### config.mk
export PLATFORM = sky130hd
export DESIGN_NAME = fpha_cell
export DESIGN_NICKNAME = d
export VERILOG_FILES = /design/src/rtl/core/fpha_pkg.sv /design/src/rtl/core/fpha_cell.sv
export SDC_FILE = /design/constraint.sdc
export NUM_CORES = 1
export LEC_CHECK = 0
export BUFFER_PORTS_ARGS = -buffer_cell sky130_fd_sc_hd__buf_4
export CORE_ASPECT_RATIO = 2
export CORE_MARGIN = 2
export CORE_UTILIZATION = 40
export CTS_CLUSTER_SIZE = 28
export DETAILED_ROUTE_END_ITERATION = 8
export PLACE_DENSITY = 0.77
export SETUP_SLACK_MARGIN = 0.3
export SKIP_CTS_REPAIR_TIMING = 1
export SKIP_LAST_GASP = 1
export SLEW_MARGIN = 15
export SYNTH_ARGS = -nofsm -noshare
export SYNTH_HDL_FRONTEND = slang
export SYNTH_SLANG_ARGS = --single-unit
### constraint.sdc
create_clock -name clk_i -period 5.3 [get_ports clk_i]
set_clock_uncertainty 0.05 [all_clocks]
set_input_delay 1.59 -clock clk_i [delete_from_list [all_inputs] [get_ports clk_i]]
set_output_delay 1.59 -clock clk_i [all_outputs]
set_load 0.1 [all_outputs]
### src/rtl/core/fpha_pkg.sv
`default_nettype none

package fpha_pkg;

  // list geometry and field widths
  localparam int MaxHoles = 64;
  localparam int SizeW    = 9;
  localparam int OffW     = 32;
  localparam int LenW     = 8;
  localparam int ModeW    = 2;

  // bytes added to every record for its length prefix
  localparam logic [SizeW-1:0] PrefixBytes = SizeW'(4);

  // fit modes
  localparam logic [ModeW-1:0] FitFirst = 2'd0;
  localparam logic [ModeW-1:0] FitBest  = 2'd1;
  localparam logic [ModeW-1:0] FitWorst = 2'd2;

  // request codes
  localparam logic OpAlloc = 1'b0;
  localparam logic OpFree  = 1'b1;

  // result status codes
  typedef enum logic [1:0] {
    StatPlaced   = 2'd0,
    StatAppended = 2'd1,
    StatRecorded = 2'd2,
    StatDropped  = 2'd3
  } status_e;

  typedef struct packed {
    logic            op;
    logic [LenW-1:0] record_length;
    logic [OffW-1:0] free_offset;
  } req_t;

  typedef struct packed {
    logic [OffW-1:0] offset;
    status_e         status;
  } rsp_t;

  // one list entry as held by a cell
  typedef struct packed {
    logic             valid;
    logic [SizeW-1:0] size;
    logic [OffW-1:0]  off;
  } hole_t;

  // what every cell does in a cycle
  typedef enum logic [2:0] {
    CellHold    = 3'd0,
    CellCapture = 3'd1,
    CellRemove  = 3'd2,
    CellInsert  = 3'd3,
    CellSwap    = 3'd4
  } cell_op_e;

  typedef struct packed {
    cell_op_e         op;
    logic [SizeW-1:0] key_size;
    logic [OffW-1:0]  key_off;
    logic             descending;
    logic             sorted;
    logic             front_only;
    logic             phase;
  } cell_ctrl_t;

endpackage

`default_nettype wire

### src/rtl/core/fpha_cell.sv
`default_nettype none

module fpha_cell import fpha_pkg::*; (
  input  wire logic       clk_i,
  input  wire logic       rst_ni,
  input  wire cell_ctrl_t ctrl_i,
  input  wire logic       first_i,
  input  wire logic       odd_i,
  input  wire hole_t      left_i,
  input  wire hole_t      right_i,
  input  wire logic       ins_left_i,
  input  wire logic       take_left_i,
  output hole_t           hole_o,
  output logic            match_o,
  output logic            ins_o,
  output logic            take_o
);

  logic             valid_q, valid_d;
  logic [SizeW-1:0] size_q, size_d;
  logic [OffW-1:0]  off_q, off_d;
  logic             match_q, match_d;
  logic             is_left;
  logic             swap_right;
  logic             swap_left;

  assign hole_o  = '{valid: valid_q, size: size_q, off: off_q};
  assign match_o = match_q;

  // insertion point: first empty slot, or first entry ordered after the key
  assign ins_o = !valid_q ||
                 (ctrl_i.sorted && (ctrl_i.descending ? (size_q < ctrl_i.key_size)
                                                      : (size_q > ctrl_i.key_size)));

  // from the chosen hole on, entries close up toward the front
  assign take_o = match_q | take_left_i;

  // odd-even transposition pairs, strict compare keeps equal sizes in order
  assign is_left    = (odd_i == ctrl_i.phase);
  assign swap_right = valid_q && right_i.valid &&
                      (ctrl_i.descending ? (size_q < right_i.size) : (size_q > right_i.size));
  assign swap_left  = left_i.valid && valid_q &&
                      (ctrl_i.descending ? (left_i.size < size_q) : (left_i.size > size_q));

  // next entry and match flag
  always_comb begin
    valid_d = valid_q;
    size_d  = size_q;
    off_d   = off_q;
    match_d = match_q;
    case (ctrl_i.op)
      CellCapture: begin
        match_d = valid_q && (size_q >= ctrl_i.key_size) && (!ctrl_i.front_only || first_i);
      end
      CellRemove: begin
        if (take_o) begin
          valid_d = right_i.valid;
          size_d  = right_i.size;
          off_d   = right_i.off;
        end
      end
      CellInsert: begin
        if (ins_o && !ins_left_i) begin
          valid_d = 1'b1;
          size_d  = ctrl_i.key_size;
          off_d   = ctrl_i.key_off;
        end else if (ins_o) begin
          valid_d = left_i.valid;
          size_d  = left_i.size;
          off_d   = left_i.off;
        end
      end
      CellSwap: begin
        if (is_left && swap_right) begin
          valid_d = right_i.valid;
          size_d  = right_i.size;
          off_d   = right_i.off;
        end else if (!is_left && swap_left) begin
          valid_d = left_i.valid;
          size_d  = left_i.size;
          off_d   = left_i.off;
        end
      end
      default: begin
      end
    endcase
  end

  // control state
  always_ff @(posedge clk_i or negedge rst_ni) begin
    if (!rst_ni) begin
      valid_q <= 1'b0;
      match_q <= 1'b0;
    end else begin
      valid_q <= valid_d;
      match_q <= match_d;
    end
  end

  // entry payload
  always_ff @(posedge clk_i) begin
    size_q <= size_d;
    off_q  <= off_d;
  end

endmodule

`default_nettype wire

# == Word-level counts from Yosys, hierarchy flattened ==
# Cells that the tools add are included.
# totals
latchBits,0
rom_bits,0
out_inout_bits,45
mem_count,0
ff_bits,43
mem_bits_rw,0
in_bits,138
# op_classes
n_div,0
n_eq_ne,8
mux,21
n_reduce_logical,18
bitwise_logic,1
shifts,0
add_sub_neg,0
mul,0
magnitude_cmp,7
# ops
cell,n
32-bit two-way mux,5
32-bit case mux with 3 select lines,1
9-bit two-way mux,5
9-bit > comparator,3
9-bit < comparator,3
9-bit case mux with 3 select lines,1
1-bit logical AND,10
9-bit greater-or-equal comparator,1
1-bit two-way mux,8
3-bit by 2-bit == test with 1-bit output (second input constant),2
3-bit != test (second input constant),2
1-bit zero test,4
4-bit AND reduction,1
3-bit by 1-bit == test with 1-bit output (second input constant),1
3-bit == test (second input constant),1
1-bit case mux with 3 select lines,1
3-bit nonzero test,1
1-bit logical OR,2
2-bit != test (second input constant),1
1-bit == test,1
1-bit OR,1

# == Longest topological paths before layout ==
# Gate-level depths: netlist (run 1).
# logic_depth
depth_word,7
depth_mapped,12

# == Worst setup path after synthesis (run 1) ==
# OpenSTA, ideal clock, no wires.
# synth_path
path_kind,input-to-reg
from,in ctrl_i[38] (netlist name)
to,reg valid_q
setup_slack_ns,-1.741
arrival_ns,6.911
n_path_buf,0
cell_stages,9
setup_time_ns,0.080
cell_sequence,inv_1 > ha_1 > and3_4 > o311a_4 > a211oi_4 > mux2_2 > and3_1 > a211oi_1 > mux2_2
# synth_between
elab_chain_cells,7
# synth_rtl
item,line,source
from (decl),fpha_cell.sv:6,"input wire cell_ctrl_t ctrl_i,"
9-bit > comparator / 9-bit < comparator (equally long branches),"fpha_cell.sv:33, fpha_cell.sv:32",
1-bit two-way mux *,fpha_cell.sv:32,(ctrl_i.sorted && (ctrl_i.descending ? (size_q < ctrl_i.key_size)
1-bit logical AND *,fpha_cell.sv:32,
1-bit logical OR *,fpha_cell.sv:31,assign ins_o = !valid_q ||
1-bit logical AND,fpha_cell.sv:63,if (ins_o && !ins_left_i) begin
3-bit != test (no source line) / 1-bit two-way mux (equally long branches),n/a,
4-bit AND reduction (no source line) / 1-bit case mux with 3 select lines (equally long branches),n/a,
to (signal assigned),fpha_cell.sv:95,valid_q <= valid_d;
to (decl),fpha_cell.sv:19,"logic valid_q, valid_d;"
# Mark *: on every way between the ends. The rest lies on a longest branch, timed or not.
# A chain may end at the register's enable or synchronous reset.

# == Final worst setup path (run 1) ==
# layout_path
from,in ctrl_i[38] (netlist name)
to,out ins_o
# layout_between
elab_chain_cells,4
# layout_rtl
item,line,source
9-bit > comparator / 9-bit < comparator (equally long branches),"fpha_cell.sv:33, fpha_cell.sv:32",
1-bit two-way mux *,fpha_cell.sv:32,
1-bit logical AND *,fpha_cell.sv:32,
1-bit logical OR *,fpha_cell.sv:31,
to (decl),fpha_cell.sv:15,"output logic ins_o,"
# Marked as above.

==> impl_metrics.py, run 1 <==
metrics = {
    "clocking": {
        "cts_buffer_depth": 2,
        "cts_tree": "done",
        "clkTransAtPathRegs_ps": 60,
        "htree_levels": 2,
        "numClockSinks": 43,
        "cts_root_buf": "clkbuf_16",
        "clk_latency_ps": 280,
        "cts_buffers": 5,
    },
    "synth": {
        "ys.warnings.count": 0,
        "synth_commonest_cells": "edfxtp_1, inv_1, a221o_1, ha_1, nand3_1",
        "synthArstFlopShare_pct": 4.65,
        "synth_edf_count": 41,
        "synth.largest_area_cell": "edfxtp_1",
        "synthTopCellsByArea": "edfxtp_1, ha_1, a221o_1, and3_1, nand3_1",
        "synthFlopType": "edfxtp_1",
        "synth_fp_nets": 473,
        "syn_area_mm2": 0.00313,
        "synth.most_common_cell": "edfxtp_1",
        "synth_cell_types": 43,
        "synth_top_area_share_pct": 39.4,
        "yosysSeqAreaShare_pct": 41.0,
        "ys_ff_latch": 43,
        "postSynthCellCount": 308,
        "avgSynthCellArea_um2": 10.1,
    },
    "critical_path": {
        "critPathSlowestCell": "o311a_4",
        "max_stage_delay_ps": 360,
        "cp_cell_sequence": "buf_4, inv_2, ha_4, and3_4, o311a_4, a211oi_4, mux2_4, nand2_4, buf_12",
        "crit_fanout": 2,
        "crit_path_end_kind": "output port",
        "required_ps": 3660,
        "arrival_ps": 3320,
        "startpoint": "ctrl_i[38]",
        "worstSetupPathType": "in2out",
        "cp-start-kind": "primary input",
        "r2r_start": "size_q[8]$_DFFE_PP_",
    },
    "detailed_routing": {
        "ant_nets": 0,
        "first_pass_iters": 4,
        "wl_per_cell_um": 18.4,
        "vias": 3292,
        "drt-total-wl_mm": 10.6,
        "drc": 0,
        "post_drt_via_cell_ratio": 5.70,
        "drt_iter0_markers": 165,
    },
    "timing": {
        "rsz0062_at_grt": "no",
        "finalSetupTns_ps": 0,
        "fmax_mhz": 201,
        "timing_hold_violations_final": 0,
        "finalWorstSetupSlack_ps": 336,
        "slew_headroom_pct": 31.6,
        "min_period_over_period_pct": 93.7,
        "fin_crit_ps": 4960,
        "slew_viol_final": 0,
        "finalSetupViolCount": 0,
        "worst_pin_slew_ps": 1030,
    },
    "pwr": {
        "p_per_area_mw_per_mm2": 313,
        "ir_drop_uv": 271,
        "p_leak_nw": 2.30,
    },
    "global_route": {
        "grt_pass1_vias": 3347,
        "antenna_found_initial": 0,
        "grt_overflow": 0,
        "grt_first_pass_wirelength_mm": 15.5,
        "track_usage_pct": 23.9,
        "grt_max_degree": 52,
    },
    "outcome": {
        "outcome": "finished, final reports clean",
    },
    "cells_and_area": {
        "layout-area-overhead-vs-synth_pct": 53.8,
        "final_core_util_pct": 63.2,
        "fin_nets": 648,
        "fin_area_mm2": 0.00481,
        "n_antenna_cell": 0,
        "drive_gt1_share_pct": 44.0,
    },
    "worst_hold_path": {
        "hp-class": "reg2reg",
        "worstHoldStart": "match_o$_DFFE_PN0N_",
    },
    "place": {
        "placed_cell_area_mm2": 0.00457,
        "dp_slack_ps": 118,
        "finalWeightedCongestion": 0.825,
        "dp_hpwl_mm": 8.12,
        "port_buffers": 182,
    },
    "floorplanning": {
        "dieArea_mm2": 0.00858,
        "initial_core_util_pct": 41.1,
        "pin_count": 183,
        "die_w_um": 66.5,
        "num_rows": 45,
        "core_mm2": 0.00760,
        "die_h_um": 129,
    },
    "flow_run": {
        "drv_cap": 0,
    },
}
-- placed cells by master, fill, tap and decap left out, types with 2 or more instances in the layout --
| cell | count |
|---|---|
| mux2_2 | 3 |
| and3_1 | 26 |
| ha_1 | 25 |
| o21ai_0 | 4 |
| buf_4 | 189 |
| and2_1 | 2 |
| inv_2 | 2 |
| a32oi_1 | 13 |
| nor3b_1 | 3 |
| clkbuf_16 | 5 |
| a21o_1 | 2 |
| and4_1 | 3 |
| nor2_1 | 7 |
| bufinv_16 | 2 |
| inv_1 | 27 |
| nand2_1 | 23 |
| nand3_1 | 27 |
| dfrtp_1 | 2 |
| nand3b_1 | 2 |
| nor3_1 | 8 |
| ha_4 | 2 |
| mux2i_1 | 2 |
| a21oi_1 | 11 |
| nand4_1 | 2 |
| a211oi_4 | 2 |
| edfxtp_1 | 41 |
| a221o_1 | 28 |
-- cells by family (layout without fill, tap and decap cells) --
| kind of cell | after synthesis | count (layout) | synth area share, % |
|---|---|---|---|
| AOI/OAI and AO/OA | 70 | 70 | 19.2 |
| muxes | 6 | 6 | 2.08 |
| DFF | 43 | 43 | 41.0 |
| and+or+nand+nor | 110 | 110 | 19.1 |
| buffers and inverters | 51 | 227 | 7.49 |
| xor gates and xnor gates | 1 | 1 | 0.280 |
| adders and majority gates | 27 | 27 | 10.8 |
-- metrics by stage --
stage	total power, mW	hold WS (ps)	std cells
after CTS	1.50	498	578
after global routing	1.56	502	578
after global placement	1.09	479	570
final	1.51	490	578
after detailed placement	1.10	479	570
after floorplan	0.908	621	308
-- layer usage --
metal	share of wire, %	vias to the layer above	GRT usage, %
met3	5.3	42	3.21
li1	-	1554	-
met1	35	1542	23.5
met5	0	-	0
met2	55	154	45.2
met4	4.8	0	14.6
-- critical path: cells and delay by family --
kind,cells,cell delay (ps)
AO/OA/AOI/OAI,2,580
AND/OR/NAND/NOR,2,250
adder cells (fa/ha/maj),1,200
buffers and inverters,3,350
multiplexers,1,350
-- cell type report --
class | instances | area [um^2]
clock buffers | 6 | 129
clock inverters | 2 | 60.1
fillers | 657 | 2800
inverters | 29 | 109
multi-input cells | 214 | 1670
flip-flops and latches | 43 | 1280
well taps | 94 | 118
repair buffers | 190 | 1440
-- state kept, by name, indices dropped and copies added, names as in the netlist --
| name | flops |
|---|---|
| off_q | 32 |
| size_q | 9 |
| match_o | 1 |
| valid_q | 1 |
-- power by group --
group | total [mW] | switching [mW] | internal [mW]
logic | 0.667 | 0.456 | 0.211
registers | 0.448 | 0.0258 | 0.422
clock network | 0.391 | 0.121 | 0.270
total | 1.51 | 0.602 | 0.903
-- worst paths after layout --
| path | endpoint | slack (ps) | cells past startpoint |
|---|---|---|---|
| max reg2reg | off_q[20]$_DFFE_PP_ | 1740 | 9 |
| max in group asynchronous | valid_q$_DFFE_PN0P_ | 4080 | 1 |
| min in group asynchronous | match_o$_DFFE_PN0N_ | 1030 | 1 |
| min reg2reg | match_o$_DFFE_PN0N_ | 490 | 1 |
| max | ins_o | 340 | 9 |
| min | match_o$_DFFE_PN0N_ | 490 | 1 |
Power figures use the tool's default switching activity.
==> run 2, diff against run 1 <==
--- a/config.mk
+++ b/config.mk
@@ -11,6 +11,7 @@
 export CORE_UTILIZATION = 40
 export CTS_CLUSTER_SIZE = 28
 export DETAILED_ROUTE_END_ITERATION = 8
+export GPL_TIMING_DRIVEN = 0
 export PLACE_DENSITY = 0.77
 export SETUP_SLACK_MARGIN = 0.3
 export SKIP_CTS_REPAIR_TIMING = 1
==> impl_metrics.py, run 2 (same netlist as run 1, synthesis figures left out) <==
metrics = {
    "timing": {
        "worst_pin_slew_ps": 754,
        "finalSetupTns_ps": 0,
        "rsz0062_at_grt": "no",
        "fin_crit_ps": 4960,
        "min_period_over_period_pct": 93.6,
        "finalWorstSetupSlack_ps": 341,
        "timing_hold_violations_final": 0,
        "slew_headroom_pct": 49.6,
        "hold_ws_ps": 493,
        "fmax_mhz": 202,
        "finalSetupViolCount": 0,
        "slew_viol_final": 0,
    },
    "detailed_routing": {
        "post_drt_via_cell_ratio": 5.57,
        "ant_nets": 0,
        "drc": 0,
        "drt_iter0_markers": 220,
        "first_pass_iters": 5,
        "vias": 3308,
        "drt-total-wl_mm": 10.8,
        "wl_per_cell_um": 18.2,
    },
    "pwr": {
        "pwr-share-comb_pct": 46.0,
        "power_mw": 1.48,
        "p_clk_share_pct": 23.8,
        "ir_drop_uv": 266,
        "seq_power_share_pct": 30.2,
        "p_leak_nw": 2.32,
        "switchingPower_mw": 0.612,
        "p_per_area_mw_per_mm2": 303,
        "intPower_mw": 0.868,
        "power.share.switching_pct": 41.3,
    },
    "critical_path": {
        "cp-start-kind": "primary input",
        "arrival_ps": 3320,
        "crit_fanout": 3,
        "crit_path_end_kind": "output port",
        "max_stage_delay_ps": 360,
        "ff2ff_setup_slack_ps": 1750,
        "critPathSlowestCell": "o311a_4",
        "worstSetupPathType": "in2out",
        "cpLargestDelayFamily": "compound AO/OA/AOI/OAI gates",
        "cp_cell_sequence": "buf_4, inv_4, ha_4, and3_4, o311a_4, a211oi_4, mux2_4, nand2_4, buf_12",
        "worst-path-buf-inv": 3,
        "reg2reg_to": "valid_q$_DFFE_PN0P_",
        "r2r_start": "size_q[8]$_DFFE_PP_",
        "required_ps": 3660,
        "reg2reg_depth": 9,
    },
    "outcome": {
        "outcome": "finished, final reports clean",
    },
    "global_route": {
        "track_usage_pct": 24.8,
        "grt_max_degree": 18,
        "grt_first_pass_wirelength_mm": 16.0,
        "grt_overflow": 0,
        "grt_pass1_vias": 3375,
        "antenna_found_initial": 0,
    },
    "floorplanning": {
        "num_rows": 45,
        "dieArea_mm2": 0.00858,
        "die_w_um": 66.5,
        "initial_core_util_pct": 41.1,
        "die_h_um": 129,
        "pin_count": 183,
        "core_mm2": 0.00760,
    },
    "flow_run": {
        "drv_cap": 0,
    },
    "place": {
        "placed_cell_area_mm2": 0.00465,
        "dp_slack_ps": 43.1,
        "dp_cells": 585,
        "finalWeightedCongestion": 0.908,
        "dp_hpwl_mm": 8.61,
        "port_buffers": 181,
    },
    "cells_and_area": {
        "reg_top3": "off_q x32, size_q x9",
        "drive_gt1_share_pct": 43.2,
        "fin_area_mm2": 0.00489,
        "layout-area-overhead-vs-synth_pct": 56.3,
        "largest_reg_flops": 32,
        "n_antenna_cell": 0,
        "stdcell_count": 594,
        "final_core_util_pct": 64.3,
        "most-common-layout-cells": "buf_4, edfxtp_1, a221o_1, nand3_1",
        "regMostFlops": "off_q",
        "fin_nets": 664,
        "final_common_cell": "buf_4",
    },
    "clocking": {
        "cts_buffer_depth": 2,
        "clk_latency_ps": 280,
        "clkTransAtPathRegs_ps": 60,
        "htree_levels": 2,
        "cts_tree": "done",
        "cts_root_buf": "clkbuf_16",
        "numClockSinks": 43,
        "cts_buffers": 5,
    },
    "worst_hold_path": {
        "hp-class": "reg2reg",
        "hold_path_depth": 1,
        "worstHoldStart": "match_o$_DFFE_PN0N_",
        "holdPathEnd": "match_o$_DFFE_PN0N_",
    },
}
-- run 2: power by group through the flow --
| stage | clock network, mW | registers [mW] | logic (mW) |
|---|---|---|---|
| 6_report | 0.352 | 0.447 | 0.682 |
| 5_1_grt | 0.372 | 0.451 | 0.719 |
| 4_1_cts | 0.361 | 0.446 | 0.664 |
| 3_5_place_dp | 0 | 0.453 | 0.662 |
| 3_3_place_gp | 0 | 0.453 | 0.651 |
| 2_1_floorplan | 0 | 0.670 | 0.238 |
-- run 2: how the worst max path moves through the flow --
| stage | startpoint | to | slack (ps) | cells past startpoint |
|---|---|---|---|---|
| 3_5_place_dp | ctrl_i[39] | ins_o | 40 | 9 |
| 3_3_place_gp | ctrl_i[38] | valid_q$_DFFE_PN0P_ | -400 | 10 |
| 2_1_floorplan | ctrl_i[38] | valid_q$_DFFE_PN0P_ | 300 | 9 |
| 4_1_cts | ctrl_i[39] | ins_o | 40 | 9 |
| 6_report | ctrl_i[38] | ins_o | 340 | 9 |
| 5_1_grt | ctrl_i[40] | ins_o | 300 | 9 |
-- run 2: routing by layer --
| metal | GRT usage, % | share of wire [%] | up-vias | wire (um) |
|---|---|---|---|---|
| li1 | - | - | 1585 | - |
| met4 | 13.1 | 3.7 | 0 | 400 |
| met5 | 0 | 0 | - | 0 |
| met1 | 25.7 | 34 | 1516 | 3710 |
| met3 | 3.21 | 6.4 | 26 | 695 |
| met2 | 46.5 | 55 | 181 | 5990 |
-- run 2: worst reg2reg max path: stages (launching register included) --
cell      delay, ps
edfxtp_1        450
ha_1            330
nand2_1          70
o21ai_0         300
nor3_1          110
o41ai_1         480
nand2_1         320
a211oi_4        740
buf_8           250
mux2_2          350
-- run 2: final cells by class --
cell class	instances	area [um^2]
fill	656	2720
multi-input combinational	214	1670
timing repair buffer	184	1410
sequential	43	1280
clock buffer	5	125
buffer	22	125
tap	94	118
inverter	29	114
clock inverter	3	43.8
==> run 3, diff against run 2 <==
--- a/config.mk
+++ b/config.mk
@@ -12,7 +12,7 @@
 export CTS_CLUSTER_SIZE = 28
 export DETAILED_ROUTE_END_ITERATION = 8
 export GPL_TIMING_DRIVEN = 0
-export PLACE_DENSITY = 0.77
+export PLACE_DENSITY = 0.81
 export SETUP_SLACK_MARGIN = 0.3
 export SKIP_CTS_REPAIR_TIMING = 1
 export SKIP_LAST_GASP = 1
==> impl_metrics.py, run 3 (same netlist as run 1, synthesis figures left out) <==
metrics = {
    "global_route": {
        "track_usage_pct": 26.0,
        "grt_pass1_vias": 3523,
        "grt_overflow": 0,
        "grt_max_degree": 15,
        "antenna_found_initial": 0,
        "grt_first_pass_wirelength_mm": 16.6,
    },
    "timing": {
        "timing_hold_violations_final": 0,
        "worst_pin_slew_ps": 621,
        "hold_ws_ps": 485,
        "rsz0062_at_grt": "no",
        "fmax_mhz": 201,
        "slew_viol_final": 0,
        "slew_headroom_pct": 58.3,
        "min_period_over_period_pct": 93.9,
        "finalSetupViolCount": 0,
        "fin_crit_ps": 4980,
    },
    "critical_path": {
        "startpoint": "ctrl_i[39]",
        "required_ps": 3660,
        "ff2ff_setup_slack_ps": 1900,
        "reg2reg_to": "off_q[19]$_DFFE_PP_",
        "worstSetupPathType": "in2out",
        "r2r_start": "size_q[2]$_DFFE_PP_",
        "reg2reg_depth": 11,
        "crit_fanout": 3,
        "cp-start-kind": "primary input",
        "arrival_ps": 3340,
        "crit_path_end": "ins_o",
        "crit_path_end_kind": "output port",
    },
    "detailed_routing": {
        "drt-total-wl_mm": 11.2,
        "post_drt_via_cell_ratio": 5.66,
        "ant_nets": 0,
        "first_pass_iters": 7,
        "vias": 3365,
        "drc": 0,
        "drt_iter0_markers": 230,
        "wl_per_cell_um": 18.9,
    },
    "cells_and_area": {
        "n_antenna_cell": 0,
        "regMostFlops": "off_q",
        "final_common_cell": "buf_4",
        "final_core_util_pct": 64.5,
        "num-fill-cells": 671,
        "largest_reg_flops": 32,
        "drive_gt1_share_pct": 43.3,
        "fin_nets": 665,
        "most-common-layout-cells": "buf_4, edfxtp_1, a221o_1, nand3_1",
        "layout-area-overhead-vs-synth_pct": 56.8,
        "stdcell_count": 595,
        "reg_top3": "off_q x32, size_q x9",
    },
    "floorplanning": {
        "die_h_um": 129,
        "dieArea_mm2": 0.00858,
        "num_rows": 45,
        "die_w_um": 66.5,
        "pin_count": 183,
        "core_mm2": 0.00760,
        "initial_core_util_pct": 41.1,
    },
    "worst_hold_path": {
        "hp-class": "reg2reg",
    },
    "pwr": {
        "ir_drop_uv": 232,
        "power_mw": 1.49,
        "p_leak_nw": 2.33,
        "p_per_area_mw_per_mm2": 305,
    },
    "clocking": {
        "numClockSinks": 43,
        "clkTransAtPathRegs_ps": 60,
        "cts_buffers": 5,
        "htree_levels": 2,
        "cts_buffer_depth": 2,
        "cts_tree": "done",
        "cts_root_buf": "clkbuf_16",
        "clk_latency_ps": 290,
    },
    "place": {
        "dp_hpwl_mm": 9.06,
        "dp_cells": 586,
        "finalWeightedCongestion": 0.910,
        "port_buffers": 181,
    },
    "outcome": {
        "outcome": "finished, final reports clean",
    },
    "flow_run": {
        "drv_cap": 0,
    },
}
run 3: cell count changes in the layout (fill, tap and decap cells not counted):
cell / change
buf_8: +2
and4_2: +1
and4_4: -1
buf_6: -1
inv_2: +1
inv_4: -1
run 3: worst max-delay path, cell delays in order:
cell,delay (ps)
buf_4,110
inv_2,70
ha_4,210
and3_4,140
o311a_4,350
a211oi_4,240
mux2_4,360
nand2_4,80
buf_12,170
run 3: how the worst min path moves through the flow:
| stage | from | end | slack [ps] | cells after the start |
|---|---|---|---|---|
| 2_1_floorplan | valid_q$_DFFE_PN0P_ | valid_q$_DFFE_PN0P_ | 620 | 1 |
| 3_3_place_gp | match_o$_DFFE_PN0N_ | match_o$_DFFE_PN0N_ | 480 | 1 |
| 3_5_place_dp | match_o$_DFFE_PN0N_ | match_o$_DFFE_PN0N_ | 470 | 1 |
| 4_1_cts | match_o$_DFFE_PN0N_ | match_o$_DFFE_PN0N_ | 490 | 1 |
| 5_1_grt | match_o$_DFFE_PN0N_ | match_o$_DFFE_PN0N_ | 500 | 1 |
| 6_report | match_o$_DFFE_PN0N_ | match_o$_DFFE_PN0N_ | 490 | 1 |
run 3: power by group:
group | total (mW) | internal [mW] | switching [mW] | leakage [nW]
Combinational | 0.687 | 0.226 | 0.460 | 1.83
Sequential | 0.447 | 0.422 | 0.0250 | 0.409
Clock | 0.359 | 0.222 | 0.137 | 0.0838
run 3: routing by layer:
layer / GRT usage [%] / up-vias / part of all wire, % / wire, um
li1: - / 1588 / - / -
met4: 18.7 / 0 / 6.9 / 771
met5: 0 / - / 0 / 0
met2: 46.8 / 170 / 54 / 6020
met3: 3.91 / 55 / 5.3 / 590
met1: 26.1 / 1552 / 34 / 3840
run 3: stage by stage:
stage	worst slack, ps	instance area, um^2	setup TNS [ps]
after floorplan	300	3150	0
final	325	4900	0
after global placement	-409	4620	-11520
after global routing	265	4900	0
after detailed placement	40.4	4670	0
after CTS	34.3	4840	0
run 3: area by class of cell:
cell class | instances | area [um^2] | share of cell area, %
repair buffers | 185 | 1420 | 29.1
well taps | 94 | 118 | 2.40
plain buffers | 22 | 125 | 2.55
clock inverters | 3 | 43.8 | 0.894
multi-input cells | 214 | 1670 | 34.1
flip-flops and latches | 43 | 1280 | 26.1
clock buffers | 5 | 125 | 2.55
inverters | 29 | 111 | 2.27
